$ cat config.mk
export PLATFORM = sky130hd
export DESIGN_NAME = motor_feedback_turn_tracker_core
export DESIGN_NICKNAME = d
export VERILOG_FILES = /design/src/hdl/mftt_pkg.sv /design/src/hdl/mftt_front.sv /design/src/hdl/mftt_queue.sv /design/src/hdl/mftt_back.sv /design/src/hdl/motor_feedback_turn_tracker_core.sv
export SDC_FILE = /design/constraint.sdc
export NUM_CORES = 2
export LEC_CHECK = 0
export ABC_CLOCK_PERIOD_IN_PS = 16400
export BUFFER_PORTS_ARGS = -buffer_cell sky130_fd_sc_hd__buf_4
export CORE_AREA = 10 10 363 365
export DETAILED_ROUTE_END_ITERATION = 6
export DIE_AREA = 0 0 373 375
export GPL_ROUTABILITY_DRIVEN = 0
export GPL_TIMING_DRIVEN = 0
export PLACE_DENSITY_LB_ADDON = 0.2
export SYNTH_ARGS = -nofsm -noshare
export SYNTH_HDL_FRONTEND = slang
export SYNTH_HIERARCHICAL = 1
export SYNTH_SLANG_ARGS = --single-unit
export TNS_END_PERCENT = 20
$ cat constraint.sdc
create_clock -name clk -period 16.4 [get_ports clk]
set_input_delay 1.64 -clock clk [delete_from_list [all_inputs] [get_ports clk]]
set_output_delay 1.64 -clock clk [all_outputs]
set_load 0.01 [all_outputs]
$ cat src/hdl/mftt_pkg.sv
// shared types and constants for the motor feedback turn tracker
// no dependencies; imported by every module of the block

package mftt_pkg;

	localparam int QUEUE_DEPTH = 2;
	localparam int QUEUE_PTR_W = 1;
	localparam int QUEUE_CNT_W = 2;

	// apb word address of the stale limit register
	localparam logic REG_STALE_LIMIT = 1'b0;
	localparam logic [15:0] STALE_LIMIT_RESET = 16'd10;

	// one accepted feedback frame
	typedef struct packed {
		logic               bus;
		logic [2:0]         motor;
		logic [12:0]        angle;
		logic signed [15:0] speed;
		logic signed [15:0] current;
		logic [7:0]         temperature;
		logic [31:0]        now;
	} frame_t;

	// queue status towards the front end
	typedef struct packed {
		logic full;
		logic empty;
	} queue_stat_t;

endpackage

$ cat src/hdl/mftt_front.sv
// front end: takes start transfers, drops frames for slots that do not exist
// depends on mftt_pkg

module mftt_front #(
	parameter int BUSES          = 2,
	parameter int MOTORS_PER_BUS = 8
) (
	input  logic                 start,
	output logic                 busy,
	input  logic                 bus_index,
	input  logic [2:0]           motor_index,
	input  logic [12:0]          angle_code,
	input  logic signed [15:0]   speed_rpm,
	input  logic signed [15:0]   current_raw,
	input  logic [7:0]           temperature,
	input  logic [31:0]          now_tick,
	input  mftt_pkg::queue_stat_t q_stat,
	output logic                 push,
	output mftt_pkg::frame_t     frame
);
	import mftt_pkg::*;

	logic in_range;

	assign in_range = (32'(bus_index) < 32'(BUSES)) && (32'(motor_index) < 32'(MOTORS_PER_BUS));

	assign busy = q_stat.full;
	// out of range frames are taken and dropped
	assign push = start && !q_stat.full && in_range;

	assign frame.bus         = bus_index;
	assign frame.motor       = motor_index;
	assign frame.angle       = angle_code;
	assign frame.speed       = speed_rpm;
	assign frame.current     = current_raw;
	assign frame.temperature = temperature;
	assign frame.now         = now_tick;

endmodule

$ cat src/hdl/mftt_queue.sv
// short frame queue between front and back end
// depends on mftt_pkg

module mftt_queue (
	input  logic                  clk,
	input  logic                  arst_n,
	input  logic                  push,
	input  mftt_pkg::frame_t      wr_frame,
	input  logic                  pop,
	output mftt_pkg::frame_t      rd_frame,
	output mftt_pkg::queue_stat_t stat
);
	import mftt_pkg::*;

	frame_t                 entry_q [QUEUE_DEPTH];
	logic [QUEUE_PTR_W-1:0] wr_ptr_q;
	logic [QUEUE_PTR_W-1:0] rd_ptr_q;
	logic [QUEUE_CNT_W-1:0] count_q;
	logic                   do_push;
	logic                   do_pop;

	assign stat.full  = (count_q == QUEUE_CNT_W'(QUEUE_DEPTH));
	assign stat.empty = (count_q == '0);
	assign do_push    = push && !stat.full;
	assign do_pop     = pop && !stat.empty;
	assign rd_frame   = entry_q[rd_ptr_q];

	always_ff @(posedge clk or negedge arst_n) begin
		if (!arst_n) begin
			wr_ptr_q <= '0;
			rd_ptr_q <= '0;
			count_q  <= '0;
		end else begin
			if (do_push)
				wr_ptr_q <= wr_ptr_q + 1'b1;
			if (do_pop)
				rd_ptr_q <= rd_ptr_q + 1'b1;
			if (do_push && !do_pop)
				count_q <= count_q + QUEUE_CNT_W'(1);
			else if (do_pop && !do_push)
				count_q <= count_q - QUEUE_CNT_W'(1);
		end
	end

	always_ff @(posedge clk) begin
		if (do_push)
			entry_q[wr_ptr_q] <= wr_frame;
	end

endmodule

$ cat src/hdl/mftt_back.sv
// back end: read-modify-write of the per slot turn table, registered result
// depends on mftt_pkg

module mftt_back #(
	parameter int BUSES          = 2,
	parameter int MOTORS_PER_BUS = 8,
	parameter int ENCODER_COUNTS = 8192
) (
	input  logic               clk,
	input  logic               arst_n,
	input  logic               valid,
	input  mftt_pkg::frame_t   frame,
	input  logic [15:0]        stale_limit,
	output logic               pop,
	output logic               done,
	output logic               out_bus,
	output logic [2:0]         out_motor,
	output logic [12:0]        out_angle,
	output logic signed [15:0] out_speed,
	output logic signed [15:0] out_current,
	output logic [7:0]         out_temperature,
	output logic signed [31:0] turns,
	output logic               restarted
);
	import mftt_pkg::*;

	localparam int SLOTS  = BUSES * MOTORS_PER_BUS;
	localparam int SLOT_W = (SLOTS > 1) ? $clog2(SLOTS) : 1;
	localparam logic signed [17:0] ENC_LIM = 18'(ENCODER_COUNTS);

	logic [SLOTS-1:0]   active_q;
	logic [12:0]        last_angle_q [SLOTS];
	logic [31:0]        last_seen_q  [SLOTS];
	logic [31:0]        turn_q       [SLOTS];

	logic [5:0]         slot_full;
	logic [SLOT_W-1:0]  slot;
	logic [31:0]        age;
	logic               restart;
	logic signed [17:0] step2;
	logic [31:0]        turn_cur;
	logic [31:0]        turn_next;
	logic               done_q;

	assign pop       = valid;
	assign slot_full = 6'(frame.bus) * 6'(MOTORS_PER_BUS) + 6'(frame.motor);
	assign slot      = slot_full[SLOT_W-1:0];
	assign age       = frame.now - last_seen_q[slot];
	assign restart   = !active_q[slot] || (age > 32'(stale_limit));
	// twice the angle step, compared against a whole revolution
	assign step2     = 18'(signed'({5'b0, frame.angle}) - signed'({5'b0, last_angle_q[slot]})) <<< 1;
	assign turn_cur  = turn_q[slot];

	always_comb begin
		if (restart)
			turn_next = '0;
		else if (step2 > ENC_LIM)
			turn_next = turn_cur - 32'd1;
		else if (step2 < -ENC_LIM)
			turn_next = turn_cur + 32'd1;
		else
			turn_next = turn_cur;
	end

	always_ff @(posedge clk or negedge arst_n) begin
		if (!arst_n) begin
			active_q <= '0;
			done_q   <= 1'b0;
		end else begin
			done_q <= valid;
			if (valid)
				active_q[slot] <= 1'b1;
		end
	end

	// table contents only matter once the slot is active
	always_ff @(posedge clk) begin
		if (valid) begin
			last_angle_q[slot] <= frame.angle;
			last_seen_q[slot]  <= frame.now;
			turn_q[slot]       <= turn_next;
			out_bus            <= frame.bus;
			out_motor          <= frame.motor;
			out_angle          <= frame.angle;
			out_speed          <= frame.speed;
			out_current        <= frame.current;
			out_temperature    <= frame.temperature;
			turns              <= signed'(turn_next);
			restarted          <= restart;
		end
	end

	assign done = done_q;

endmodule

$ cat src/hdl/motor_feedback_turn_tracker_core.sv
// channel   | handshake                      | payload
// frame in  | start / busy, taken when !busy | bus_index .. now_tick
// result    | done strobe, one cycle         | out_bus .. restarted
// config    | apb, pready always high        | stale_limit at paddr 0
//
// a frame goes through the front end into a two entry queue, the back end
// takes it the next cycle and updates the slot table; the frame passes the queue
// entry and then the result registers before it shows, one frame per cycle sustained
// busy rises only while the queue is full; results cannot be held off
// reset clears the slot active flags and the queue, stale_limit goes to 10
// depends on mftt_pkg, mftt_front, mftt_queue, mftt_back

module motor_feedback_turn_tracker_core #(
	parameter int BUSES          = 2,
	parameter int MOTORS_PER_BUS = 8,
	parameter int ENCODER_COUNTS = 8192
) (
	input  logic               clk,
	input  logic               arst_n,
	input  logic               psel,
	input  logic               penable,
	input  logic               pwrite,
	input  logic [2:0]         paddr,
	input  logic [31:0]        pwdata,
	output logic [31:0]        prdata,
	output logic               pready,
	input  logic               start,
	output logic               busy,
	input  logic               bus_index,
	input  logic [2:0]         motor_index,
	input  logic [12:0]        angle_code,
	input  logic signed [15:0] speed_rpm,
	input  logic signed [15:0] current_raw,
	input  logic [7:0]         temperature,
	input  logic [31:0]        now_tick,
	output logic               done,
	output logic               out_bus,
	output logic [2:0]         out_motor,
	output logic [12:0]        out_angle,
	output logic signed [15:0] out_speed,
	output logic signed [15:0] out_current,
	output logic [7:0]         out_temperature,
	output logic signed [31:0] turns,
	output logic               restarted
);
	import mftt_pkg::*;

	logic        [15:0] stale_limit_q;
	logic               push;
	frame_t             in_frame;
	frame_t             q_frame;
	queue_stat_t        q_stat;
	logic               q_valid;
	logic               pop;

	assign pready = 1'b1;

	always_ff @(posedge clk or negedge arst_n) begin
		if (!arst_n) begin
			stale_limit_q <= STALE_LIMIT_RESET;
		end else if (psel && penable && pwrite && pready && (paddr[2] == REG_STALE_LIMIT)) begin
			stale_limit_q <= pwdata[15:0];
		end
	end

	always_comb begin
		if (paddr[2] == REG_STALE_LIMIT)
			prdata = {16'b0, stale_limit_q};
		else
			prdata = '0;
	end

	mftt_front #(
		.BUSES          (BUSES),
		.MOTORS_PER_BUS (MOTORS_PER_BUS)
	) u_front (
		.start       (start),
		.busy        (busy),
		.bus_index   (bus_index),
		.motor_index (motor_index),
		.angle_code  (angle_code),
		.speed_rpm   (speed_rpm),
		.current_raw (current_raw),
		.temperature (temperature),
		.now_tick    (now_tick),
		.q_stat      (q_stat),
		.push        (push),
		.frame       (in_frame)
	);

	mftt_queue u_queue (
		.clk      (clk),
		.arst_n   (arst_n),
		.push     (push),
		.wr_frame (in_frame),
		.pop      (pop),
		.rd_frame (q_frame),
		.stat     (q_stat)
	);

	assign q_valid = !q_stat.empty;

	mftt_back #(
		.BUSES          (BUSES),
		.MOTORS_PER_BUS (MOTORS_PER_BUS),
		.ENCODER_COUNTS (ENCODER_COUNTS)
	) u_back (
		.clk             (clk),
		.arst_n          (arst_n),
		.valid           (q_valid),
		.frame           (q_frame),
		.stale_limit     (stale_limit_q),
		.pop             (pop),
		.done            (done),
		.out_bus         (out_bus),
		.out_motor       (out_motor),
		.out_angle       (out_angle),
		.out_speed       (out_speed),
		.out_current     (out_current),
		.out_temperature (out_temperature),
		.turns           (turns),
		.restarted       (restarted)
	);

`ifndef SYNTHESIS
	a_restart_clears: assert property (@(posedge clk) disable iff (!arst_n)
		done && restarted |-> turns == 32'sd0)
		else $error("restarted slot reports non-zero turns");

	a_queue_drains: assert property (@(posedge clk) disable iff (!arst_n)
		q_valid |=> done)
		else $error("queued frame gave no result");

	a_no_push_full: assert property (@(posedge clk) disable iff (!arst_n)
		!(push && q_stat.full))
		else $error("frame pushed into full queue");
`endif

endmodule
After elaboration in Yosys (flattened, before gate mapping)
Memory sizes are Yosys's and may differ from the RTL's.
Cells that the tools add are included.

storage, ports and cells
  register bits after elaboration = 127
  bits in latches = 0
  RAM bits = 1410
  ROM bits = 0
  bits of input ports = 130
  logic and storage cells = 63
  memories kept = 4

memory list
  name                 depth  bits a word  rd ports  clocked after memory_dff  wr ports  RTL line          RTL
  u_back.last_seen_q   16     32           1         0                         1         mftt_back.sv:33   logic [31:0] last_seen_q [SLOTS];
  u_back.turn_q        16     32           1         0                         1         mftt_back.sv:34   logic [31:0] turn_q [SLOTS];
  u_back.last_angle_q  16     13           1         0                         1         mftt_back.sv:32   logic [12:0] last_angle_q [SLOTS];
  u_queue.entry_q      2      89           1         0                         1         mftt_queue.sv:15  frame_t entry_q [QUEUE_DEPTH];

operators by class
  add/subtract/negate cells = 9
  multiply operators = 0
  divide/modulo/power cells = 0
  magnitude comparators = 5
  eq/ne operators = 1
  shift operators = 0
  multiplexer cells = 13
  bitwise gates (word level) = 2
  reduce and logical (&&, ||, !) cells = 15

operators by type and width
  kind                                                          count
  two-way mux 32 bit                                            3
  adder 32 x 1 -> 32 bit, second input constant                 1
  > comparator 32 x 16 -> 1 bit                                 1
  subtractor 32 x 1 -> 32 bit, second input constant            1
  subtractor 32 bit                                             1
  > comparator 18 x 15 -> 1 bit, second input constant          1
  less-than comparator 18 x 14 -> 1 bit, second input constant  1
  two-way mux 16 bit                                            1
  OR 16 bit                                                     1
  subtractor 13 x 13 -> 14 bit                                  1
  logical AND 1 bit                                             8
  less-than comparator 4 x 5 -> 1 bit, second input constant    1
  two-way mux 1 bit                                             5
  adder 4 x 3 -> 4 bit                                          1
  binary-select mux 1 bit (select 4 bit)                        1
  demux 1 bit (select 4 bit)                                    1
  >= comparator 4 x 1 -> 1 bit, second input constant           1
  zero test 1 bit                                               4
  two-way mux 2 bit                                             2
  adder 1 bit, second input constant                            2
  adder 2 x 1 -> 2 bit, second input constant                   1
  equality test 2 bit, second input constant                    1
  zero test 2 bit                                               1
  nonzero test 2 bit                                            1
  other kinds (3)                                               3

Depth between registers and ports, before layout
  depth after elaboration = 8
  gate-level depth with buffers = 34
  depth with buffers taken out = 23

Hierarchy
The synthesis kept the hierarchy.

modules (own cells, without submodules)
  module                            times used  cells each  area each (µm²)
  mftt_back                         1           2623        54448.5
  mftt_queue                        1           296         7069.3
  motor_feedback_turn_tracker_core  1           71          905.9
  mftt_front                        1           91          689.4

Worst setup path before layout
No wires, ideal clock.

  path kind = register -> register
  start = register u_queue.rd_ptr_q
  end = register u_back.active_q[3]
  arrival time = 8.978 ns
  required time = 16.302 ns
  path slack = 7.324 ns
  cell stages (with the launch flop) = 15
  cell sequence = dfrtp_1 buf_6 buf_12 mux2_4 buf_4 buf_6 buf_2 buf_2 buf_1 clkbuf_1 clkbuf_1 clkbuf_1 nand3_1 nor3_1 or2_2

RTL lines
  what                            RTL line          RTL
  start: declaration              mftt_queue.sv:17  logic [QUEUE_PTR_W-1:0] rd_ptr_q;
  start signal: assignment        mftt_queue.sv:37  rd_ptr_q <= rd_ptr_q + 1'b1;
  end signal: assignment          mftt_back.sv:67   active_q <= '0;
  end signal: indexed assignment  mftt_back.sv:72   active_q[slot] <= 1'b1;
  end: declaration                mftt_back.sv:31   logic [SLOTS-1:0] active_q;

==> results.md <==
* Status: finished clean
* Worst EP arrival at 13.41 ns
* TritonCTS clock tree: done
* Global-route wire length before repair at 227 mm
* Design Power at 0.0154 W
* FF-to-FF path depth at 33
* Vias per cell at 6.11
* RSZ-0062 raised after global routing: no
* Slowest library cell on the worst path: nor4_2
* Cts-stage hold buffer count at 0
* Largest net degree at the start of global routing at 64
* # DRC at 0
* Min cycle time layout at 13.00 ns
* Post-synthesis cell type count at 88
* Slew Viols, Final at 0
* Endpoints failing hold at 0
* Reg clk slew, reported paths at 0.06 ns
* Port bufs at 130
* Relative slew slack at 12.9%
* Post-DP HPWL at 105 mm
* Clock Latency Late Sink at 0.79 ns
* Setup Skew at 0.0326 ns
* Final wirelength at 154 mm
* Num CTS Buffers at 157
* Clock H-tree levels at 4
* Worst Path Buf+Inv at 12
* DRT iter0 DRCs at 3501
* Final nets at 3695
* Global route overflow at 0
* Main flop type after synthesis: edfxtp_1
* Final setup margin at 3.40 ns
* Post-synthesis async set-or-reset flop share at 2.41%
* First-pass iteration count of the detailed router at 7
* Starting Density at 50.6%
* Worst VDD drop at 0.000185 V
* Mapped Area at 63100 µm²
* Clock buffer depth at 3
* Root Buffer: clkbuf_16
* Pleak at 24.8 nW
* Post-synthesis register bit count at 1537
* Ranking of synthesized cells by area: edfxtp_1 71%, mux4_2 13%, mux2_4 2.4%
* Instance count on the critical path at 33
* Cell area power density at 210 nW/µm²
* Cell taking the most area after synthesis: edfxtp_1
* Die Span Y at 375 µm
* Worst Setup Path Type: reg -> reg
* Crit. End Element: flop
* Finish-stage setup viols at 0
* Detail Route Antenna Nets at 0
* # rows at 130
* Cell family with most CP delay: buffers and inverters
* Commonest non-fill, non-tap cell in the layout: edfxtp_1
* Routed len/inst at 29.2 µm
* Cell mode on critical path: a21oi_1
* Via count at 32200
* Number of synthesized flops with an enable pin at 1500
* Total die area at 140000 µm²
* I/O pin total at 255
* Die Wd at 373 µm
* Clk sink count at 1537
* Synth top area share at 71.4%
* FILL cells at 8911
* Hold depth at 1
* Critical Path Fanout Max at 17
* Startpoint types: flop
* FMAX at 0.0769 GHz
* Initial antenna violation count at 2
* Layout cells sized above 1 at 32.7%
* Sequential element share of the synthesized area at 72.8%
* Hold Path Class: reg -> reg
* Most frequent cells in the layout: 1500 x edfxtp_1, 360 x mux4_2, 256 x buf_4
* Pre-CTS worst setup slack at 3.45 ns
* Total GRT Usage at 22.0%
* Worst EP required at 16.81 ns
* Tcrit/Tclk final at 79.3%
* CP max stage delay at 1.07 ns
* Core Area at 125000 µm²
* Average cell area after synthesis at 20.5 µm²
* Number of global-route vias before repair at 33800
* Area Growth Syn to Fin at 16.4%
* Max-cap violations at 0
* Cells after Synth at 3081
* Post-CTS Repair Setup Buffers at 0
* Ys Warns at 6
* CTS-repair resized insts at 0
* Least-Margin Pin Slew at 1.31 ns
[cells in the mapped netlist, types with 13 or more instances]
| cell | instances |
|---|---|
| a22oi_1 | 28 |
| nor4_2 | 27 |
| dfrtp_1 | 35 |
| and2_1 | 13 |
| nor3_1 | 28 |
| xor2_1 | 24 |
| nand4_1 | 13 |
| xnor2_1 | 35 |
| edfxtp_1 | 1500 |
| inv_1 | 84 |
| clkbuf_1 | 43 |
| nor4_1 | 21 |
| or2_2 | 19 |
| buf_2 | 23 |
| and3_1 | 13 |
| a21o_1 | 22 |
| and4_1 | 13 |
| mux4_2 | 360 |
| a21oi_1 | 53 |
| ha_1 | 65 |
| buf_1 | 31 |
| nor2b_1 | 18 |
| mux2_4 | 99 |
| o21ai_0 | 26 |
| a31oi_1 | 17 |
| nand2b_1 | 15 |
| buf_4 | 119 |
| nand2_1 | 71 |
| nor2_1 | 57 |
[final timing paths]
kind	start	to	slack, ns
min in group asynchronous	arst_n	u_queue/wr_ptr_q	0.82
setup reg to reg	u_queue/rd_ptr_q	u_back/turn_q[11][16]	3.40
hold reg to reg	u_back/active_q[11]	u_back/active_q[11]	0.46
setup / recovery	u_queue/rd_ptr_q	u_back/turn_q[11][16]	3.40
max in group asynchronous	arst_n	u_back/active_q[0]	15.18
hold / removal	u_back/active_q[11]	u_back/active_q[11]	0.46
[state kept, by name (all words and copies together), names as in the netlist, 13 cells and up]
signal and count:
u_back/active_q 16, u_back/last_seen_q 512, u_back/turn_q 512, u_back/last_angle_q 208, stale_limit_q 16, u_back/out_angle 13
u_back/out_speed 16, u_back/out_current 16, u_queue/entry_q 178, u_back/turns 32
[area by class of cell]
cell class | instances | area (µm²) | share of cell area [%]
antenna | 1 | 2.50 | 0.00341
buffer | 242 | 1700 | 2.32
clock buffer | 186 | 4140 | 5.64
clock inverter | 98 | 699 | 0.952
inverter | 84 | 320 | 0.436
multi-input combinational | 1233 | 15500 | 21.1
sequential | 1537 | 46000 | 62.6
tap | 1650 | 2060 | 2.81
timing repair buffer | 243 | 3020 | 4.12
[layer usage]
layer	track usage (%)	share of wire (%)	vias to the layer above	wire, µm
met5	0	0	-	0
met4	6.88	2.7	0	4100
met3	4.16	7.4	281	11400
met2	37.4	51	1429	78000
met1	28.7	39	17100	60700
li1	-	-	13500	-
[power breakdown]
group	switching, W	internal, W
Clock	0.00147	0.00189
Sequential	0.000178	0.00534
Combinational	0.00399	0.00254
[metrics by stage]
| step | area [µm²] | std cells | hold slack (ns) | utilization, % | TNS [ns] |
|---|---|---|---|---|---|
| 6_report | 73400 | 5274 | 0.463 | 58.9 | 0 |
| 5_1_grt | 73400 | 5273 | 0.485 | 58.9 | 0 |
| 4_1_cts | 73200 | 5270 | 0.462 | 58.7 | 0 |
| 3_5_place_dp | 68400 | 4986 | 0.448 | 54.8 | 0 |
| 3_3_place_gp | 66200 | 4876 | 0.446 | 53.1 | -637.29 |
| 2_1_floorplan | 63200 | 3096 | 0.434 | - | 0 |
[cell families (layout without fill, tap and decap cells)]
kind of cell,count (synthesis),count (layout),synth area share [%]
xor+xnor,59,59,0.819
fa+ha+maj,67,67,1.35
buf+inv,326,853,3.20
mux,475,475,15.5
other cells,2,18,0.0119
compound gates,260,260,2.92
simple gates,355,355,3.38
flops,1537,1537,72.8
Note: power is estimated with default switching activity, not from simulation.
